<file path="src/rtl/xmr_pkg.sv">
// xmr_pkg: shared types, codes and helpers for the XMODEM receiver.
// No dependencies; used by xmodem_receiver_unit and xmr_res_fifo.
`default_nettype none
package xmr_pkg;

   // Request kinds carried in req_tuser
   localparam logic [1:0] REQ_START = 2'd0;
   localparam logic [1:0] REQ_BYTE  = 2'd1;
   localparam logic [1:0] REQ_TICK  = 2'd2;

   // Configuration register indexes
   localparam logic [2:0] CSR_MODE    = 3'd0;
   localparam logic [2:0] CSR_TIMEOUT = 3'd1;
   localparam logic [2:0] CSR_SYNC    = 3'd2;
   localparam logic [2:0] CSR_RETRANS = 3'd3;
   localparam logic [2:0] CSR_ERRORS  = 3'd4;

   // Line characters
   localparam logic [7:0] CH_SOH = 8'h01;
   localparam logic [7:0] CH_STX = 8'h02;
   localparam logic [7:0] CH_EOT = 8'h04;
   localparam logic [7:0] CH_ACK = 8'h06;
   localparam logic [7:0] CH_NAK = 8'h15;
   localparam logic [7:0] CH_CAN = 8'h18;
   localparam logic [7:0] CH_C   = 8'h43;
   localparam logic [7:0] CH_G   = 8'h47;

   localparam logic [1:0] MODE_SUM = 2'd0;
   localparam logic [1:0] MODE_CRC = 2'd1;
   localparam logic [1:0] MODE_1K  = 2'd2;
   localparam logic [1:0] MODE_1KG = 2'd3;

   localparam logic [10:0] SHORT_BLOCK = 11'd128;
   localparam logic [10:0] LONG_BLOCK  = 11'd1024;
   localparam logic [23:0] TOTAL_MAX   = 24'hFFFFFF;
   localparam logic [15:0] CRC_POLY    = 16'h1021;

   // Packet events
   localparam logic [1:0] EV_NONE = 2'd0;
   localparam logic [1:0] EV_NEW  = 2'd1;
   localparam logic [1:0] EV_DUP  = 2'd2;
   localparam logic [1:0] EV_REJ  = 2'd3;

   // Transfer status
   localparam logic [2:0] ST_RUN     = 3'd0;
   localparam logic [2:0] ST_DONE    = 3'd1;
   localparam logic [2:0] ST_CANCEL  = 3'd2;
   localparam logic [2:0] ST_SYNC    = 3'd3;
   localparam logic [2:0] ST_RETRANS = 3'd4;
   localparam logic [2:0] ST_ERRORS  = 3'd5;

   typedef enum logic [3:0] {
      PH_IDLE, PH_SYNC, PH_CANWAIT, PH_BLKNO, PH_BLKCMP,
      PH_DATA, PH_CHK1, PH_CHK2, PH_FLUSH
   } phase_type;

   typedef enum logic [2:0] {
      AF_NONE, AF_NAK, AF_ACK_CANCEL, AF_CAN_SYNC, AF_CAN_RETRANS, AF_CAN_ERRORS
   } flush_type;

   // One result item
   typedef struct packed {
      logic [2:0]  status;
      logic [23:0] total_length;
      logic [10:0] block_length;
      logic [1:0]  packet_event;
      logic [9:0]  payload_index;
      logic [7:0]  payload_byte;
      logic        payload_valid;
      logic [7:0]  tx_byte;
      logic        tx_valid;
      logic        last;
   } res_type;

   // CRC-16 update by one byte, MSB first
   function automatic logic [15:0] crc_byte(input logic [15:0] crc, input logic [7:0] b);
      logic [15:0] c;
      c = crc ^ {b, 8'h00};
      for (int i = 0; i < 8; i++) begin
         c = c[15] ? ({c[14:0], 1'b0} ^ CRC_POLY) : {c[14:0], 1'b0};
      end
      return c;
   endfunction

endpackage
`default_nettype wire

</file>
<file path="src/rtl/xmr_res_fifo.sv">
// xmr_res_fifo: four-entry result queue, up to three pushes and one pop a cycle.
// Depends on xmr_pkg.
`default_nettype none
module xmr_res_fifo (
   input  wire logic             clock,
   input  wire logic             reset,
   input  wire logic [1:0]       push_n,
   input  wire xmr_pkg::res_type push_data [3],
   input  wire logic             pop,
   output xmr_pkg::res_type      head,
   output logic                  not_empty,
   output logic [2:0]            count
);

   xmr_pkg::res_type mem_ff [4];
   logic [1:0] wr_ff, wr_in, rd_ff, rd_in;
   logic [2:0] cnt_ff, cnt_in;
   logic       do_pop;

   assign do_pop    = pop && (cnt_ff != 3'd0);
   assign wr_in     = wr_ff + push_n;
   assign rd_in     = rd_ff + {1'b0, do_pop};
   assign cnt_in    = cnt_ff + {1'b0, push_n} - {2'b00, do_pop};
   assign head      = mem_ff[rd_ff];
   assign not_empty = (cnt_ff != 3'd0);
   assign count     = cnt_ff;

   // pointers and fill count
   always_ff @(posedge clock) begin
      if (reset) begin
         wr_ff  <= '0;
         rd_ff  <= '0;
         cnt_ff <= '0;
      end else begin
         wr_ff  <= wr_in;
         rd_ff  <= rd_in;
         cnt_ff <= cnt_in;
      end
   end

   // storage
   always_ff @(posedge clock) begin
      for (int i = 0; i < 3; i++) begin
         if (2'(i) < push_n) begin
            mem_ff[wr_ff + 2'(i)] <= push_data[i];
         end
      end
   end

endmodule
`default_nettype wire

</file>
<file path="src/rtl/xmodem_receiver_unit.sv">
// xmodem_receiver_unit: XMODEM receiver top level (sum, CRC, 1K, 1K-G).
// Depends on xmr_pkg and xmr_res_fifo.
//
// Input channel req_*: req_tuser is the request kind (start, line byte,
// tick), req_tdata the line byte. Result channel rsp_*: control bytes to
// send, streamed payload bytes, block verdicts and transfer status; rsp_tlast
// marks the final result caused by one request (a request gives 0 to 3).
// Configuration csr_*: write enable, index and data;
// write only while the block is idle.
// Each request is handled in the cycle it is accepted: the protocol state
// updates at that edge and its results enter a four-entry result queue
// behind any results still held there.
// Throughput is one request per cycle while the queue drains; req_tready
// is high whenever the queue has room for three results (at most one
// held), so a request giving three CAN results stalls the requests behind it.
// Reset (synchronous) clears the queue, sets the registers to their
// defaults and leaves the protocol idle. If the result side stalls the
// queue fills, req_tready drops and no request is lost.
`default_nettype none
module xmodem_receiver_unit (
   input  wire logic        clock,
   input  wire logic        reset,
   // requests
   input  wire logic        req_tvalid,
   output logic             req_tready,
   input  wire logic [7:0]  req_tdata,   // [7:0] byte_value
   input  wire logic [1:0]  req_tuser,   // [1:0] req_type
   // results
   output logic             rsp_tvalid,
   input  wire logic        rsp_tready,
   output logic [71:0]      rsp_tdata,   // tx_valid, tx_byte, payload_valid, payload_byte,
                                         // payload_index, packet_event, block_length,
                                         // total_length, status, zero pad
   output logic             rsp_tlast,   // last
   // configuration
   input  wire logic        csr_we,
   input  wire logic [2:0]  csr_addr,
   input  wire logic [15:0] csr_wdata
);

   // configuration registers
   logic [1:0]  mode_ff;
   logic [15:0] rto_ff;
   logic [7:0]  msync_ff, mretr_ff, merr_ff;

   // protocol state
   xmr_pkg::phase_type phase_ff, phase_in;
   xmr_pkg::flush_type af_ff, af_in;
   logic [7:0]  exp_ff, exp_in, got_ff, got_in;
   logic [10:0] cnt_ff, cnt_in;
   logic        long_ff, long_in, sync_ff, sync_in;
   logic [15:0] run_ff, run_in, rcv_ff, rcv_in;
   logic [16:0] tick_ff, tick_in;
   logic [7:0]  att_ff, att_in, err_ff, err_in, retr_ff, retr_in;
   logic [23:0] total_ff, total_in;

   // step outputs
   xmr_pkg::res_type res_d [3];
   logic [1:0]  res_n;
   logic        accept;
   logic [2:0]  q_count;
   xmr_pkg::res_type q_head;
   logic        q_valid;

   // step helpers
   logic [16:0] rt;
   logic [17:0] two_rt;
   logic [10:0] bs;
   logic [15:0] calc;
   logic [24:0] tsum;
   logic [1:0]  ev;
   logic        attempt;

   assign accept     = req_tvalid && req_tready;
   assign req_tready = (q_count <= 3'd1);
   assign rt         = (rto_ff == 16'd0) ? 17'd1 : {1'b0, rto_ff};
   assign two_rt     = {rt, 1'b0};

   // one request: next state and up to three results
   always_comb begin
      phase_in = phase_ff; af_in = af_ff; exp_in = exp_ff; got_in = got_ff;
      cnt_in = cnt_ff; long_in = long_ff; sync_in = sync_ff; run_in = run_ff;
      rcv_in = rcv_ff; tick_in = tick_ff; att_in = att_ff; err_in = err_ff;
      retr_in = retr_ff; total_in = total_ff;
      res_n = 2'd0; attempt = 1'b0; ev = xmr_pkg::EV_NONE; tsum = '0;
      bs = long_ff ? xmr_pkg::LONG_BLOCK : xmr_pkg::SHORT_BLOCK;
      calc = (mode_ff != xmr_pkg::MODE_SUM) ? run_ff : {8'h00, run_ff[7:0]};
      for (int i = 0; i < 3; i++) res_d[i] = '0;

      case (req_tuser)
         xmr_pkg::REQ_START: begin
            exp_in = 8'd1; got_in = '0; cnt_in = '0; long_in = 1'b0;
            run_in = '0; rcv_in = '0; tick_in = '0; att_in = '0; err_in = '0;
            retr_in = mretr_ff; sync_in = 1'b1; af_in = xmr_pkg::AF_NONE;
            total_in = '0;
            attempt = 1'b1;
         end
         xmr_pkg::REQ_BYTE: begin
            tick_in = '0;
            case (phase_ff)
               xmr_pkg::PH_SYNC: begin
                  if (req_tdata == xmr_pkg::CH_SOH || req_tdata == xmr_pkg::CH_STX) begin
                     long_in  = (req_tdata == xmr_pkg::CH_STX);
                     sync_in  = 1'b0;
                     phase_in = xmr_pkg::PH_BLKNO;
                  end else if (req_tdata == xmr_pkg::CH_EOT) begin
                     res_d[0].tx_valid = 1'b1;
                     res_d[0].tx_byte  = xmr_pkg::CH_ACK;
                     res_d[0].status   = xmr_pkg::ST_DONE;
                     res_n    = 2'd1;
                     phase_in = xmr_pkg::PH_IDLE;
                  end else if (req_tdata == xmr_pkg::CH_CAN) begin
                     phase_in = xmr_pkg::PH_CANWAIT;
                  end else begin
                     if (att_ff != 8'hFF) att_in = att_ff + 8'd1;
                     attempt = 1'b1;
                  end
               end
               xmr_pkg::PH_CANWAIT: begin
                  if (req_tdata == xmr_pkg::CH_CAN) begin
                     phase_in = xmr_pkg::PH_FLUSH; af_in = xmr_pkg::AF_ACK_CANCEL;
                  end else begin
                     if (att_ff != 8'hFF) att_in = att_ff + 8'd1;
                     attempt = 1'b1;
                  end
               end
               xmr_pkg::PH_BLKNO: begin
                  got_in   = req_tdata;
                  phase_in = xmr_pkg::PH_BLKCMP;
               end
               xmr_pkg::PH_BLKCMP: begin
                  if (got_ff != ~req_tdata ||
                      (got_ff != exp_ff && got_ff != exp_ff - 8'd1)) begin
                     res_d[0].packet_event = xmr_pkg::EV_REJ;
                     res_d[0].block_length = bs;
                     res_n    = 2'd1;
                     phase_in = xmr_pkg::PH_FLUSH;
                     af_in    = (err_ff > merr_ff) ? xmr_pkg::AF_CAN_ERRORS
                                                   : xmr_pkg::AF_NAK;
                     if (err_ff != 8'hFF) err_in = err_ff + 8'd1;
                  end else begin
                     cnt_in = '0; run_in = '0; phase_in = xmr_pkg::PH_DATA;
                  end
               end
               xmr_pkg::PH_DATA: begin
                  res_d[0].payload_valid = 1'b1;
                  res_d[0].payload_byte  = req_tdata;
                  res_d[0].payload_index = cnt_ff[9:0];
                  res_n  = 2'd1;
                  run_in = (mode_ff != xmr_pkg::MODE_SUM)
                           ? xmr_pkg::crc_byte(run_ff, req_tdata)
                           : {8'h00, run_ff[7:0] + req_tdata};
                  cnt_in = cnt_ff + 11'd1;
                  if (cnt_in >= bs) phase_in = xmr_pkg::PH_CHK1;
               end
               xmr_pkg::PH_CHK1, xmr_pkg::PH_CHK2: begin
                  if (phase_ff == xmr_pkg::PH_CHK1) rcv_in = {8'h00, req_tdata};
                  else rcv_in = {rcv_ff[7:0], req_tdata};
                  if (phase_ff == xmr_pkg::PH_CHK1 && mode_ff != xmr_pkg::MODE_SUM) begin
                     phase_in = xmr_pkg::PH_CHK2;
                  end else if (calc != rcv_in) begin
                     // bad check: reject
                     res_d[0].packet_event = xmr_pkg::EV_REJ;
                     res_d[0].block_length = bs;
                     res_n    = 2'd1;
                     phase_in = xmr_pkg::PH_FLUSH;
                     af_in    = (err_ff > merr_ff) ? xmr_pkg::AF_CAN_ERRORS
                                                   : xmr_pkg::AF_NAK;
                     if (err_ff != 8'hFF) err_in = err_ff + 8'd1;
                  end else begin
                     if (got_ff == exp_ff) begin
                        tsum     = {1'b0, total_ff} + {14'd0, bs};
                        total_in = tsum[24] ? xmr_pkg::TOTAL_MAX : tsum[23:0];
                        exp_in   = exp_ff + 8'd1;
                        retr_in  = mretr_ff;
                        ev       = xmr_pkg::EV_NEW;
                     end else begin
                        ev = xmr_pkg::EV_DUP;
                     end
                     res_d[0].packet_event = ev;
                     res_d[0].block_length = bs;
                     res_d[0].total_length = total_in;
                     res_n = 2'd1;
                     if (retr_in <= 8'd1) begin
                        retr_in  = '0;
                        phase_in = xmr_pkg::PH_FLUSH;
                        af_in    = xmr_pkg::AF_CAN_RETRANS;
                     end else begin
                        retr_in = retr_in - 8'd1;
                        res_d[0].tx_valid = 1'b1;
                        res_d[0].tx_byte  = xmr_pkg::CH_ACK;
                        att_in  = '0;
                        attempt = 1'b1;
                     end
                  end
               end
               default: ;
            endcase
         end
         xmr_pkg::REQ_TICK: begin
            if (phase_ff != xmr_pkg::PH_IDLE) begin
               if (tick_ff != 17'h1FFFF) tick_in = tick_ff + 17'd1;
               if (phase_ff == xmr_pkg::PH_FLUSH) begin
                  if ({1'b0, tick_in} >= two_rt) begin
                     af_in = xmr_pkg::AF_NONE;
                     res_d[0].tx_valid = 1'b1;
                     case (af_ff)
                        xmr_pkg::AF_NAK: begin
                           res_d[0].tx_byte = xmr_pkg::CH_NAK;
                           res_n   = 2'd1;
                           att_in  = '0;
                           attempt = 1'b1;
                        end
                        xmr_pkg::AF_ACK_CANCEL: begin
                           res_d[0].tx_byte = xmr_pkg::CH_ACK;
                           res_d[0].status  = xmr_pkg::ST_CANCEL;
                           res_n    = 2'd1;
                           phase_in = xmr_pkg::PH_IDLE;
                        end
                        default: begin
                           for (int i = 0; i < 3; i++) begin
                              res_d[i].tx_valid = 1'b1;
                              res_d[i].tx_byte  = xmr_pkg::CH_CAN;
                           end
                           res_d[2].status =
                              (af_ff == xmr_pkg::AF_CAN_SYNC)    ? xmr_pkg::ST_SYNC :
                              (af_ff == xmr_pkg::AF_CAN_RETRANS) ? xmr_pkg::ST_RETRANS
                                                                 : xmr_pkg::ST_ERRORS;
                           res_n    = 2'd3;
                           phase_in = xmr_pkg::PH_IDLE;
                        end
                     endcase
                  end
               end else if (tick_in >= rt) begin
                  tick_in = '0;
                  if (phase_ff == xmr_pkg::PH_SYNC) begin
                     if (att_ff != 8'hFF) att_in = att_ff + 8'd1;
                     attempt = 1'b1;
                  end else if (phase_ff == xmr_pkg::PH_CANWAIT) begin
                     phase_in = xmr_pkg::PH_FLUSH; af_in = xmr_pkg::AF_ACK_CANCEL;
                  end else begin
                     // timeout inside a block: reject
                     res_d[0].packet_event = xmr_pkg::EV_REJ;
                     res_d[0].block_length = bs;
                     res_n    = 2'd1;
                     phase_in = xmr_pkg::PH_FLUSH;
                     af_in    = (err_ff > merr_ff) ? xmr_pkg::AF_CAN_ERRORS
                                                   : xmr_pkg::AF_NAK;
                     if (err_ff != 8'hFF) err_in = err_ff + 8'd1;
                  end
               end
            end
         end
         default: ;
      endcase

      // new header attempt: sync character or give up
      if (attempt) begin
         tick_in = '0;
         if (att_in >= msync_ff) begin
            phase_in = xmr_pkg::PH_FLUSH;
            af_in    = xmr_pkg::AF_CAN_SYNC;
         end else begin
            phase_in = xmr_pkg::PH_SYNC;
            if (sync_in) begin
               res_d[res_n].tx_valid = 1'b1;
               res_d[res_n].tx_byte  = (mode_ff == xmr_pkg::MODE_SUM) ? xmr_pkg::CH_NAK :
                                       (mode_ff == xmr_pkg::MODE_1KG) ? xmr_pkg::CH_G
                                                                      : xmr_pkg::CH_C;
               res_n = res_n + 2'd1;
            end
         end
      end

      // totals and last flags
      for (int i = 0; i < 3; i++) begin
         res_d[i].total_length = total_in;
         res_d[i].last         = (2'(i) == res_n - 2'd1);
      end
   end

   // configuration registers
   always_ff @(posedge clock) begin
      if (reset) begin
         mode_ff  <= 2'd2;
         rto_ff   <= 16'd1000;
         msync_ff <= 8'd10;
         mretr_ff <= 8'd10;
         merr_ff  <= 8'd10;
      end else if (csr_we) begin
         case (csr_addr)
            xmr_pkg::CSR_MODE:    mode_ff  <= csr_wdata[1:0];
            xmr_pkg::CSR_TIMEOUT: rto_ff   <= csr_wdata;
            xmr_pkg::CSR_SYNC:    msync_ff <= csr_wdata[7:0];
            xmr_pkg::CSR_RETRANS: mretr_ff <= csr_wdata[7:0];
            xmr_pkg::CSR_ERRORS:  merr_ff  <= csr_wdata[7:0];
            default: ;
         endcase
      end
   end

   // protocol state
   always_ff @(posedge clock) begin
      if (reset) begin
         phase_ff <= xmr_pkg::PH_IDLE; af_ff <= xmr_pkg::AF_NONE;
         exp_ff <= 8'd1; got_ff <= '0; cnt_ff <= '0; long_ff <= 1'b0;
         sync_ff <= 1'b1; run_ff <= '0; rcv_ff <= '0; tick_ff <= '0;
         att_ff <= '0; err_ff <= '0; retr_ff <= 8'd10; total_ff <= '0;
      end else if (accept) begin
         phase_ff <= phase_in; af_ff <= af_in; exp_ff <= exp_in; got_ff <= got_in;
         cnt_ff <= cnt_in; long_ff <= long_in; sync_ff <= sync_in;
         run_ff <= run_in; rcv_ff <= rcv_in; tick_ff <= tick_in;
         att_ff <= att_in; err_ff <= err_in; retr_ff <= retr_in;
         total_ff <= total_in;
      end
   end

   xmr_res_fifo u_fifo (
      .clock     (clock),
      .reset     (reset),
      .push_n    (accept ? res_n : 2'd0),
      .push_data (res_d),
      .pop       (rsp_tready),
      .head      (q_head),
      .not_empty (q_valid),
      .count     (q_count)
   );

   assign rsp_tvalid = q_valid;
   assign rsp_tlast  = q_head.last;
   assign rsp_tdata  = {4'b0000, q_head.status, q_head.total_length, q_head.block_length,
                        q_head.packet_event, q_head.payload_index, q_head.payload_byte,
                        q_head.payload_valid, q_head.tx_byte, q_head.tx_valid};

   // checks
   a_idle_quiet: assert property (@(posedge clock) disable iff (reset)
      (accept && phase_ff == xmr_pkg::PH_IDLE && req_tuser == xmr_pkg::REQ_BYTE)
      |-> res_n == 2'd0)
      else $error("byte while idle produced a result");

   a_flush_action: assert property (@(posedge clock) disable iff (reset)
      phase_ff == xmr_pkg::PH_FLUSH |-> af_ff != xmr_pkg::AF_NONE)
      else $error("flush without a pending action");

   a_reset_state: assert property (@(posedge clock)
      reset |=> (phase_ff == xmr_pkg::PH_IDLE && exp_ff == 8'd1 && q_count == 3'd0))
      else $error("state not cleared by reset");

   a_room: assert property (@(posedge clock) disable iff (reset)
      accept |=> q_count <= 3'd4)
      else $error("result queue overflow");

endmodule
`default_nettype wire

</file>
<file path="config.mk">
export PLATFORM = sky130hd
export DESIGN_NAME = xmodem_receiver_unit
export DESIGN_NICKNAME = d
export VERILOG_FILES = /design/src/rtl/xmr_pkg.sv /design/src/rtl/xmr_res_fifo.sv /design/src/rtl/xmodem_receiver_unit.sv
export SDC_FILE = /design/constraint.sdc
export NUM_CORES = 1
export LEC_CHECK = 0
export BUFFER_PORTS_ARGS = -buffer_cell sky130_fd_sc_hd__clkbuf_2
export CAP_MARGIN = 5
export CORE_UTILIZATION = 40
export CTS_CLUSTER_SIZE = 8
export DETAILED_ROUTE_END_ITERATION = 16
export PLACE_DENSITY = 0.63
export SYNTH_ARGS = -nofsm -noshare
export SYNTH_HDL_FRONTEND = slang
export SYNTH_SLANG_ARGS = --single-unit
</file>
<file path="constraint.sdc">
create_clock -name clock -period 12.1 [get_ports clock]
set_clock_uncertainty 0.05 [all_clocks]
set_input_delay 1.815 -clock clock [delete_from_list [all_inputs] [get_ports clock]]
set_output_delay 1.815 -clock clock [all_outputs]
set_load 0.05 [all_outputs]
</file>
==> impl_metrics.tcl, run 1 <==
set metrics [dict create \
    max-cap-violations 0 \
    synthesis.instances 2258 \
    cp-end-kind "flip-flop" \
    p_comb_share_pct 22.0 \
    i_o_pins 109 \
    gr_util_met1_pct 29.2 \
    slew-limit-headroom_pct 18.9 \
    final.period_utilization_pct 82.4 \
    internal_power_w 0.00264 \
    final_core_util_pct 45.6 \
    ys.flop_type "sky130_fd_sc_hd__edfxtp_1" \
    hp-start "total_ff[3]$_SDFFE_PP0P_" \
    clockBufferDepth 3 \
    tritoncts "built" \
    p_seq_share_pct 39.7 \
    synthArstFlopShare_pct 0 \
    cp_slowest_cell "sky130_fd_sc_hd__a21oi_1" \
    switching_power_w 0.00125 \
    crit_fanout 36 \
    antenna_found_initial 0 \
    dr_total_vias 17999 \
    port-buffer-count 93 \
    routed_wire_length_um 61500 \
    unrepaired_setup_endpoints_after_global_routing "false" \
    syn_area_mm2 0.0226 \
    wl_per_cell_um 19.9 \
    total_cts_buffers 57 \
    core_region_area_mm2 0.0555 \
    drt-vias-per-instance 5.81 \
    holdPathEnd "total_ff[3]$_SDFFE_PP0P_" \
    std_cell_rows 86 \
    cell_count_of_the_worst_hold_path 2 \
    dp.cells 2996 \
    worst_r2r_path_depth 28 \
    status "finished clean" \
    number_of_global_route_vias_before_repair 17112 \
    clkSlewWorstSetupHoldPaths_ps 50 \
    ctsHoldBuffers 0 \
    ir_drop_mv 0.115 \
    drt_first_pass_iters 5 \
    worst_hold_slack_ps 405 \
    grt_first_pass_wirelength_um 96200 \
    fp.dieH_um 240 \
    place_hpwl_um 41500 \
    setup_viols_final 0 \
    slowest_delay_ps 950 \
    final_cell_count_no_fill 3097 \
    globalplace.congestion 0.982 \
    min-delay-path-class "flip-flop to flip-flop" \
    pin_count_of_the_biggest_net_entering_global_routing 93 \
    swShare_pct 32.0 \
    reg2reg_to "u_fifo.mem_ff[1][10]$_SDFFCE_PP0P_" \
    seq_area_frac_synth_pct 46.2 \
    power.share.clock_pct 38.2 \
    final.setup.tns_ps 0 \
    groute.usage.overall_pct 21.1 \
    nets 2425 \
    area_delta_synth_final_pct 12.0 \
    postSynthRegisterBits 406 \
    crit_top_cell "sky130_fd_sc_hd__a21oi_1" \
    timing.critical_path.arrival_ps 10150 \
    htreeDepth 2 \
    fp.dieArea_mm2 0.0575 \
    grt_use_met3_pct 2.95 \
    timing.final.crit_period_ps 9970 \
    ant_nets 0 \
    finalHoldViolCount 0 \
    worstPathRequired_ps 12290 \
    layout-drive-gt1-share_pct 12.4 \
    worst-slew-pin-transition_ps 1210 \
    synth_warnings 0 \
    final_max_slew_viol_count 0 \
    root_buffer "sky130_fd_sc_hd__clkbuf_16" \
    p_per_area_mw_per_mm2 153 \
    floorplan.die.width_um 240 \
    post_cts_resized 0 \
    grt-ovfl-total 0 \
    setup.worst_path.class "flip-flop to flip-flop" \
    synth_cell_types 98 \
    total_leakage_power_nw 9.05 \
    clock_insertion_delay_worst_skew_ps 610 \
    fmax_ghz 0.100 \
    reg2reg_setup_slack_ps 2130 \
    drt_iter0_drc 1629 \
    syn_avg_cell_area_um2 10.0 \
    r2r-start "exp_ff[2]$_SDFFE_PP0P_" \
    numClockSinks 406 \
    initial_core_util_pct 40.8 \
    total_power_w 0.00389 \
    critPathLaunchType "flip-flop" \
    grt_most_used_layer "met2" \
    synth_edf_count 232 \
    detail_route.drc_violations 0 \
    postCtsSetupRepairBufs 0 \
    met2_usage_pct 34.2 \
]
## worst max path at each step
stage / startpoint / depth (start not counted) / endpoint
finish: exp_ff[2]$_SDFFE_PP0P_ / 28 / u_fifo.mem_ff[1][10]$_SDFFCE_PP0P_
global route: tick_ff[0]$_SDFFE_PP0P_ / 30 / u_fifo.mem_ff[1][17]$_SDFFCE_PP0P_
CTS: tick_ff[0]$_SDFFE_PP0P_ / 30 / u_fifo.mem_ff[1][10]$_SDFFCE_PP0P_
detailed placement: req_tdata[0] / 24 / u_fifo.mem_ff[1][15]$_SDFFCE_PP0P_
global placement: req_tdata[0] / 24 / u_fifo.mem_ff[1][15]$_SDFFCE_PP0P_
floorplan: req_tdata[4] / 24 / u_fifo.mem_ff[0][0]$_DFFE_PP_
## layer usage
metal / wire length [um] / share of wire [%]
met1: 27500 / 45
met2: 28600 / 46
met3: 3670 / 6.0
met4: 1720 / 2.8
met5: 0 / 0
## synth_stat cells, drive strengths merged (5+ instances only)
library cell / n / area, um^2
mux4: 58 / 1310
a22o: 10 / 87.6
and3: 28 / 175
a211o: 16 / 140
or3: 19 / 119
o31ai: 14 / 105
o22ai: 18 / 113
and4: 10 / 90.1
a21oi: 178 / 895
xor2: 45 / 402
o21bai: 8 / 60.1
a31oi: 16 / 100
a32oi: 7 / 61.3
o21ai: 90 / 450
mux2i: 38 / 380
nor3: 43 / 235
nand3: 65 / 325
buf: 47 / 284
nor3b: 9 / 67.6
edfxtp: 232 / 6970
a22oi: 16 / 120
a21o: 23 / 173
o211ai: 8 / 65.1
nor2b: 14 / 87.6
inv: 78 / 293
a41oi: 7 / 61.3
xnor2: 51 / 447
a2111oi: 11 / 115
a211oi: 22 / 200
dfxtp: 174 / 3480
mux2: 5 / 56.3
nor4b: 9 / 97.6
nand2: 215 / 810
nor2: 213 / 802
nor4: 27 / 169
ha: 82 / 1030
o21a: 15 / 120
and2: 91 / 569
clkbuf: 96 / 360
nand4: 30 / 188
a311oi: 7 / 67.6
nand3b: 19 / 143
nand2b: 19 / 119
or2: 6 / 37.5
o32ai: 7 / 61.3
## power by group through the flow
stage | logic [W] | registers (W) | clock network (W)
floorplan | 0.000710 | 0.00153 | 0
global route | 0.000911 | 0.00155 | 0.00158
global placement | 0.000855 | 0.00157 | 0
CTS | 0.000862 | 0.00155 | 0.00152
detailed placement | 0.000858 | 0.00157 | 0
finish | 0.000857 | 0.00155 | 0.00149
## metrics by stage
stage,cell area (um^2),setup slack (ps)
5_1_grt,25300,1400
3_5_place_dp,23700,2110
4_1_cts,25300,2280
6_report,25300,2130
3_3_place_gp,23700,2300
2_1_floorplan,22700,894
## sequential cells by signal (all words and copies together) (netlist names), 3 cells and up
name / flops
mretr_ff: 8
rto_ff: 16
att_ff: 8
af_ff: 3
merr_ff: 8
msync_ff: 8
exp_ff: 8
u_fifo.count: 3
cnt_ff: 11
err_ff: 8
total_ff: 24
retr_ff: 8
got_ff: 8
u_fifo.mem_ff: 232
tick_ff: 17
rcv_ff: 8
phase_ff: 4
run_ff: 16
## cell usage in the layout (no fill, tap or decap), types with 9 or more instances in the layout
| master | count |
|---|---|
| sky130_fd_sc_hd__nand3_1 | 65 |
| sky130_fd_sc_hd__a22oi_1 | 16 |
| sky130_fd_sc_hd__xnor2_1 | 51 |
| sky130_fd_sc_hd__nor4_1 | 27 |
| sky130_fd_sc_hd__mux2i_1 | 38 |
| sky130_fd_sc_hd__nand2b_1 | 19 |
| sky130_fd_sc_hd__a31oi_1 | 16 |
| sky130_fd_sc_hd__nor2b_1 | 14 |
| sky130_fd_sc_hd__o22ai_1 | 18 |
| sky130_fd_sc_hd__o21ai_0 | 81 |
| sky130_fd_sc_hd__a21oi_1 | 174 |
| sky130_fd_sc_hd__nand4_1 | 30 |
| sky130_fd_sc_hd__clkbuf_1 | 37 |
| sky130_fd_sc_hd__or3_1 | 19 |
| sky130_fd_sc_hd__dfxtp_1 | 172 |
| sky130_fd_sc_hd__conb_1 | 15 |
| sky130_fd_sc_hd__mux4_2 | 58 |
| sky130_fd_sc_hd__nor2_1 | 212 |
| sky130_fd_sc_hd__a21o_1 | 23 |
| sky130_fd_sc_hd__edfxtp_1 | 232 |
| sky130_fd_sc_hd__and2_1 | 90 |
| sky130_fd_sc_hd__clkbuf_16 | 57 |
| sky130_fd_sc_hd__xor2_1 | 44 |
| sky130_fd_sc_hd__clkbuf_2 | 92 |
| sky130_fd_sc_hd__o21a_1 | 14 |
| sky130_fd_sc_hd__nand3b_1 | 19 |
| sky130_fd_sc_hd__and4_1 | 9 |
| sky130_fd_sc_hd__a211oi_1 | 18 |
| sky130_fd_sc_hd__a2111oi_0 | 10 |
| sky130_fd_sc_hd__o31ai_1 | 14 |
| sky130_fd_sc_hd__inv_1 | 77 |
| sky130_fd_sc_hd__nor3_1 | 38 |
| sky130_fd_sc_hd__and3_1 | 28 |
| sky130_fd_sc_hd__buf_4 | 27 |
| sky130_fd_sc_hd__a22o_1 | 10 |
| sky130_fd_sc_hd__a211o_1 | 16 |
| sky130_fd_sc_hd__ha_1 | 81 |
| sky130_fd_sc_hd__nand2_1 | 212 |
## cells by family (layout without fill, tap and decap cells)
kind of cell	after synthesis	after routing	synth area share (%)
flops	406	406	46.2
simple gates	832	832	18.5
fa+ha+maj	84	84	4.71
buf+inv	221	297	4.14
compound gates	517	517	15.0
xor+xnor	96	96	3.75
other cells	1	16	0.0166
mux	101	101	7.70
## area by class of cell
class,instances,area (um^2)
repair buffers,119,663
clock buffers,96,1590
multi-input cells,1645,11300
clock inverters,4,62.6
well taps,748,936
flip-flops and latches,406,10500
fillers,5181,30200
inverters,78,293
diodes,1,2.50
## critical path, delay by kind of cell (launching register included)
family	cells	cell delay (ps)
AOI/OAI and AO/OA	13	4010
and+or+nand+nor	8	2900
buffers and inverters	3	920
DFF	1	530
muxes	1	470
adders and majority gates	2	460
xor gates and xnor gates	1	150
(Power assumes the default switching activity.)
==> run 2: changes to the inputs <==
Clock period 12.1 ns to 9.45 ns, I/O delays scaled along.
==> impl_metrics.tcl, run 2 (synthesis gave the netlist of run 1 again) <==
set metrics [dict create \
    grt-ovfl-total 0 \
    htreeDepth 2 \
    max-cap-violations 0 \
    number_of_global_route_vias_before_repair 17416 \
    crit_top_cell "sky130_fd_sc_hd__nand2_1" \
    clockBufferDepth 3 \
    cp-end-kind "flip-flop" \
    worstPathRequired_ps 9640 \
    clock_insertion_delay_worst_skew_ps 620 \
    slew-limit-headroom_pct 27.7 \
    slowest_delay_ps 590 \
    i_o_pins 109 \
    pin_count_of_the_biggest_net_entering_global_routing 77 \
    clkSlewWorstSetupHoldPaths_ps 50 \
    globalplace.congestion 0.987 \
    finalHoldViolCount 0 \
    final.period_utilization_pct 90.3 \
    total_cts_buffers 58 \
    critPathLaunchType "flip-flop" \
    drt_iter0_drc 1383 \
    initial_core_util_pct 40.8 \
    setup_viols_final 0 \
    place_hpwl_um 42000 \
    ant_nets 0 \
    timing.final.crit_period_ps 8530 \
    layout-drive-gt1-share_pct 12.7 \
    postCtsSetupRepairBufs 0 \
    timing.critical_path.arrival_ps 8720 \
    final_common_cell "sky130_fd_sc_hd__edfxtp_1" \
    placed_area_mm2 0.0238 \
    final.setup.tns_ps 0 \
    floorplan.die.width_um 240 \
    drt-vias-per-instance 5.78 \
    area_delta_synth_final_pct 12.8 \
    cp_slowest_cell "sky130_fd_sc_hd__buf_4" \
    grt_first_pass_wirelength_um 97300 \
    fp.dieArea_mm2 0.0575 \
    setup.worst_path.class "flip-flop to flip-flop" \
    fmax_ghz 0.117 \
    registers.top_by_ff_count "u_fifo.mem_ff" \
    numClockSinks 406 \
    worst_hold_slack_ps 409 \
    ir_drop_mv 0.159 \
    port-buffer-count 93 \
    num-fill-cells 5311 \
    status "finished clean" \
    nets 2431 \
    final_max_slew_viol_count 0 \
    p_per_area_mw_per_mm2 198 \
    antenna_found_initial 0 \
    detail_route.drc_violations 0 \
    tritoncts "built" \
    core_region_area_mm2 0.0555 \
    final_cell_mix "sky130_fd_sc_hd__edfxtp_1, sky130_fd_sc_hd__nand2_1, sky130_fd_sc_hd__nor2_1" \
    dr_total_vias 17954 \
    crit_fanout 44 \
    wl_per_cell_um 19.9 \
    worst-slew-pin-transition_ps 1080 \
    drt_first_pass_iters 6 \
    top_regs "u_fifo.mem_ff x232, total_ff x24, tick_ff x17" \
    total_power_w 0.00504 \
    min-delay-path-class "flip-flop to flip-flop" \
    postLayoutCellArea_mm2 0.0255 \
    root_buffer "sky130_fd_sc_hd__clkbuf_16" \
    largest_reg_flops 232 \
    std_cell_rows 86 \
    total_leakage_power_nw 9.13 \
    routed_wire_length_um 61800 \
    fp.dieH_um 240 \
    unrepaired_setup_endpoints_after_global_routing "false" \
    groute.usage.overall_pct 21.4 \
]
run 2: power by group:
part           leakage (nW)  switching, W  internal, W
Sequential             3.56     0.0000730      0.00190
Clock                 0.824      0.000778      0.00118
Combinational          4.74      0.000757     0.000346
Total                  9.13       0.00161      0.00343
run 2: worst paths after layout:
| check | cells past startpoint | endpoint | slack, ps | startpoint |
|---|---|---|---|---|
| max | 30 | u_fifo.mem_ff[0][56]$_DFFE_PP_ | 920 | tick_ff[0]$_SDFFE_PP0P_ |
| min | 2 | total_ff[1]$_SDFFE_PP0P_ | 410 | total_ff[1]$_SDFFE_PP0P_ |
| max reg2reg | 30 | u_fifo.mem_ff[0][56]$_DFFE_PP_ | 920 | tick_ff[0]$_SDFFE_PP0P_ |
| min reg2reg | 2 | total_ff[1]$_SDFFE_PP0P_ | 410 | total_ff[1]$_SDFFE_PP0P_ |
run 2: cell type report:
| cell class | instances | area [um^2] | area share, % |
|---|---|---|---|
| Clock buffer | 97 | 1620 | 6.34 |
| Inverter | 78 | 293 | 1.15 |
| Timing Repair Buffer | 124 | 748 | 2.93 |
| Tap cell | 748 | 936 | 3.67 |
| Clock inverter | 6 | 116 | 0.456 |
| Multi-Input combinational cell | 1645 | 11300 | 44.5 |
| Sequential cell | 406 | 10500 | 41.0 |
| Antenna cell | 1 | 2.50 | 0.00981 |
run 2: per-stage QoR:
step	setup slack (ps)	std cells	util [%]
after detailed placement	569	3000	42.8
after global placement	827	3000	42.8
final	918	3105	46.0
after global routing	178	3104	46.0
after floorplan	360	2272	-
after CTS	511	3103	45.9
run 2: critical path, delay by kind of cell, from the launching register on:
kind,cells,cell delay (ps)
flops,1,400
compound gates,11,2430
fa+ha+maj,3,800
buf+inv,1,590
xor+xnor,1,170
simple gates,14,3680
run 2: what timing repair did:
item	in CTS	in global routing
endpoints found under the setup margin	0	178
hold buffers	0	0
gates resized for setup	0	2
run 2: metal layers:
metal / global-route usage (%) / share of wire (%) / wire, um / vias up
li1: - / - / - / 8440
met1: 29.2 / 45 / 28100 / 8831
met2: 35.3 / 47 / 29100 / 588
met3: 3.03 / 5.3 / 3260 / 95
met4: 6.18 / 2.2 / 1380 / 0
met5: 0 / 0 / 0 / -
